[src/rtl/core/running_median_odd_prefix_top_assert.svh]
// Assertion macros for the running median block.
// Expects clk and arst_n in the scope of use.
`ifndef RUNNING_MEDIAN_ODD_PREFIX_TOP_ASSERT_SVH
`define RUNNING_MEDIAN_ODD_PREFIX_TOP_ASSERT_SVH

// Same-cycle implication.
`define RMOP_ASSERT_NOW(label, ante, cons) \
	label: assert property (@(posedge clk) disable iff (!arst_n) (ante) |-> (cons)) \
		else $error("running median: check failed");

// Next-cycle implication.
`define RMOP_ASSERT_NEXT(label, ante, cons) \
	label: assert property (@(posedge clk) disable iff (!arst_n) (ante) |=> (cons)) \
		else $error("running median: check failed");

`endif

[src/rtl/core/rmop_pkg.sv]
// Package for the running median block: beat types, cell control, states.
// No dependencies.
package rmop_pkg;

	localparam int MAX_SAMPLES_DEF = 64;
	localparam int GROUP_SIZE      = 8;
	localparam int SAMPLE_W        = 32;
	localparam int LEN_W           = 7;

	typedef struct packed {
		logic signed [SAMPLE_W-1:0] sample;
		logic                       first;
	} req_t;

	typedef struct packed {
		logic signed [SAMPLE_W-1:0] median;
		logic [LEN_W-1:0]           prefix_length;
		logic                       overflow;
	} rsp_t;

	typedef struct packed {
		logic ins;
		logic clr;
	} cell_ctrl_t;

	typedef enum logic [2:0] {
		S_IDLE  = 3'b001,
		S_GROUP = 3'b010,
		S_FINAL = 3'b100
	} state_t;

endpackage

[src/rtl/core/rmop_cell.sv]
// One slot of the sorted insertion chain: holds one sample, shifts on insert.
// Depends on rmop_pkg.
module rmop_cell import rmop_pkg::*; #(
	parameter int CNT_W = 7,
	parameter int IDX   = 0
) (
	input  logic                       clk,
	input  cell_ctrl_t                 ctrl,
	input  logic signed [SAMPLE_W-1:0] key,
	input  logic [CNT_W-1:0]           count,
	input  logic [CNT_W-1:0]           med_idx,
	input  logic signed [SAMPLE_W-1:0] prev_val,
	input  logic                       prev_gt,
	output logic signed [SAMPLE_W-1:0] val,
	output logic                       gt,
	output logic [SAMPLE_W-1:0]        tap
);

	localparam logic [CNT_W-1:0] MY_IDX = CNT_W'(IDX);

	logic signed [SAMPLE_W-1:0] val_q;

	assign val = val_q;
	assign gt  = ctrl.clr || (MY_IDX >= count) || (val_q > key);
	assign tap = (med_idx == MY_IDX) ? val_q : '0;

	always_ff @(posedge clk) begin
		if (ctrl.ins) begin
			if (prev_gt) begin
				val_q <= prev_val;
			end else if (gt) begin
				val_q <= key;
			end
		end
	end

endmodule

[config.mk]
export PLATFORM = sky130hd
export DESIGN_NAME = rmop_cell
export DESIGN_NICKNAME = d
export VERILOG_FILES = /design/src/rtl/core/running_median_odd_prefix_top_assert.svh /design/src/rtl/core/rmop_pkg.sv /design/src/rtl/core/rmop_cell.sv
export SDC_FILE = /design/constraint.sdc
export NUM_CORES = 1
export LEC_CHECK = 0
export ABC_AREA = 1
export BUFFER_PORTS_ARGS = -buffer_cell sky130_fd_sc_hd__buf_2
export CAP_MARGIN = 5
export CELL_PAD_IN_SITES_DETAIL_PLACEMENT = 2
export CELL_PAD_IN_SITES_GLOBAL_PLACEMENT = 2
export CORE_MARGIN = 2
export CORE_UTILIZATION = 24
export DETAILED_ROUTE_END_ITERATION = 8
export HOLD_SLACK_MARGIN = 0.08
export PLACE_DENSITY_LB_ADDON = 0.25
export SYNTH_ARGS = -nofsm -noshare
export SYNTH_HDL_FRONTEND = slang
export SYNTH_SLANG_ARGS = --single-unit
[constraint.sdc]
create_clock -name clk -period 7.9 [get_ports clk]
set_clock_uncertainty 0.15 [all_clocks]
set_input_delay 1.58 -clock clk [delete_from_list [all_inputs] [get_ports clk]]
set_output_delay 1.58 -clock clk [all_outputs]
set_load 0.01 [all_outputs]
==> impl_results.md <==
- Status: complete, no violations
- Die Span Y: 105 um
- Via count: 2643
- Initial antenna violation count: 0
- CP Capture Type: output pin
- Buffers on Ports: approximately 150
- Slew @ Worst Pin: 1060 ps
- Setup repair bufs after CTS: 0
- CTS tree: yes
- #FFs+latches synth: 32
- Vias in the first global route: roughly 2.8k
- Pwr Density: 138 nW/um2
- Worst path required time: 6170 ps
- CP max FO: 2
- Reg-to-Reg Start: val[31]
- Htree depth: 2
- Routed WL per cell: 13.8 um
- Num CTS Buffers: 5
- CP top delay family: compound AO/OA/AOI/OAI gates
- Num rows: 36
- CP Cell Sequence: buf_2 -> inv_1 -> ha_1 -> a21oi_1 -> o21ai_0 -> a21oi_1 -> nand2_1 -> nand2_1 -> nand2_1 -> nand2_1 -> nand3_2 -> nand2_1 -> buf_2
- Die X: 105 um
- Detailed Routing Iterations Pass 1: 4
- Bufs and invs on worst path: 3
- Worst Hold Class: reg2reg
- Core region area: 9860 um2
- CTS Sinks: 32
- Ports: 147
- Share of cells above drive strength 1: between 30 and 40%
- Worst path max stage delay: 300 ps
- Internal reg-to-reg setup slack: about 5300 ps
- Most frequent cells in the layout: buf_2, nand2_1, inv_1
- Clock power share: 27.4%
- Reg power frac: 46.2%
- Clock Path Buffers: 2
- Worst Setup SP: key[13]
- Final Wtd Congestion: roughly 0.72
- Grt ovf: 0
- Initial Utilization: 24.9%
- Combinational share of power: 26.4%
- Max_slew headroom: 29.6%
- Max FFs per register: 32
- Worst hold margin: 1290 ps
- Final Cell Area: 3420 um2
- Syn nets: around 440
- Largest net degree at the start of global routing: 65
- Worst-Skew Late Latency: just under 300 ps
- Slowest CP cell: ha_1
- Number of DRC markers in iteration 0: 61
- Worst Setup Start Kind: input port
- Die ar.: roughly 11000 um2
- Filler cell count: 1188
- Synthesized area: 2460 um2
- Crit-path most repeated cell: nand2_1
- Path depth of the worst reg2reg path: 12
- Synth area leader: edfxtp_1
- Post-CTS sizing: 0
- Max-cap violations: 0
- Critical path class: in2out
- Most common cell after layout, fill and taps aside: buf_2
- Avg Cell Area, Syn: 7.52 um2
- R2R Path End: val[22]
- Via/cell ratio: 4.35
- Antenna Nets Post-Route: 0
- WP depth: 13
- Area contributors post-synth: edfxtp_1, ha_1, nand2_1
- Sequential-to-total area share from yosys stat: slightly below 40%
- Final Cycle Share: 60.2%
- Pint: approximately 320 uW
- Switching power: 150 uW
- Synth warnings: 0
- Synth cell types: 22
- Final wirelength: 8370 um
- Setup TNS: 0 ps
- Placed cell areas: 3330 um2
- Hold path start: val[31]
- Max Freq: 210 MHz
- Sw frac: 31.8%
- Finished Core Util: 34.6%
- Syn Inst Count: ~330
- First-pass GRT wire length: 13500 um
- Clock-pin slew on the worst setup and hold paths: 70 ps
- Hold_buf cts: 0
- Worst vdd ir: 0.0000568 V
- Setup-failing EPs final: 0
- Synth-to-layout area growth: 38.9%
- DR DRC count: 0
- Clk root buf: clkbuf_8
- Minimum clock period: 4760 ps
- DP HPWL: 6730 um
- Final Hold Vio Count: 0
- Setup crit end: gt
- Slew Viols, Final: 0
- Final layout net count: 586
- Leak: about 0.0020 uW
- CP Data Arrival Time: 3030 ps
- RSZ-0062 raised after global routing: no
- Global Route Usage Sum: 15.2%
- Yosys top cell area share: 39.1%
cell type report:
cell class                      instances  area, um2  area share [%]
Inverter                               74        278            8.13
Antenna cell                            1       2.50          0.0733
Tap cell                              133        166            4.87
Multi-Input combinational cell        211       1180            34.6
Timing Repair Buffer                  148        746            21.8
Sequential cell                        32        961            28.1
Clock buffer                            7       76.3            2.23
Clock inverter                          1       3.75           0.110
how the worst min path moves through the flow:
| stage | to | slack, ps | cells after the start |
|---|---|---|---|
| finish | val[27] | 1290 | 7 |
| global route | val[0] | 1430 | 7 |
| CTS | val[3] | 1340 | 7 |
| detailed placement | val[0] | 1310 | 7 |
| global placement | val[28] | 1290 | 7 |
| floorplan | val[0] | 1370 | 6 |
cell usage after synthesis:
master    number
ha_1          32
nand3_2        2
nor3_1         2
buf_1          3
nor2_2         2
nand4_1        2
nand3_1        2
o21a_1         2
inv_2          3
o21ai_1       11
nand2_1       75
inv_1         70
nor2_1        40
a21oi_1       14
a21o_1         1
clkbuf_1       7
edfxtp_1      32
clkinv_1       1
nor4_1         2
o21ai_0       22
a21oi_2        1
nand2_2        1
metal layers:
layer | vias up | GRT usage [%] | part of all wire, %
li1 | 1319 | - | -
met1 | 1234 | 18.7 | 44
met2 | 85 | 27.1 | 50
met3 | 5 | 3.15 | 5.0
met4 | 0 | 3.43 | 0.93
met5 | - | 0 | 0
through the flow:
stage | total power, uW | instances | setup WS, ps
after floorplan | 289 | 327 | 3500
after global placement | 342 | 598 | 3160
after detailed placement | 349 | 598 | 3120
after CTS | 480 | 606 | 3110
after global routing | 502 | 606 | 2920
final | 470 | 607 | 3140
worst register-to-register path: cells and delay by family, from the launching register on:
family                   cells  cell delay (ps)
adder cells (fa/ha/maj)      1              360
flip-flops                   1              440
AO/OA/AOI/OAI                3              490
buffers and inverters        2              450
AND/OR/NAND/NOR              6              390
cells by family (layout without fill, tap and decap cells):
group	after synthesis	in the layout	synth area share [%]
DFF	32	32	39.1
other	0	1	0
and+or+nand+nor	128	128	21.0
adders and majority gates	32	32	16.3
AOI/OAI and AO/OA	51	51	10.8
buffers and inverters	84	230	12.8
power groups by stage:
| stage | registers (uW) | clock network, uW | logic [uW] |
|---|---|---|---|
| after floorplan | 225 | 0 | 64.2 |
| after global placement | 221 | 0 | 122 |
| after detailed placement | 222 | 0 | 127 |
| after CTS | 218 | 134 | 128 |
| after global routing | 220 | 137 | 145 |
| final | 217 | 129 | 124 |
Note: power is estimated with default switching activity, not from simulation.
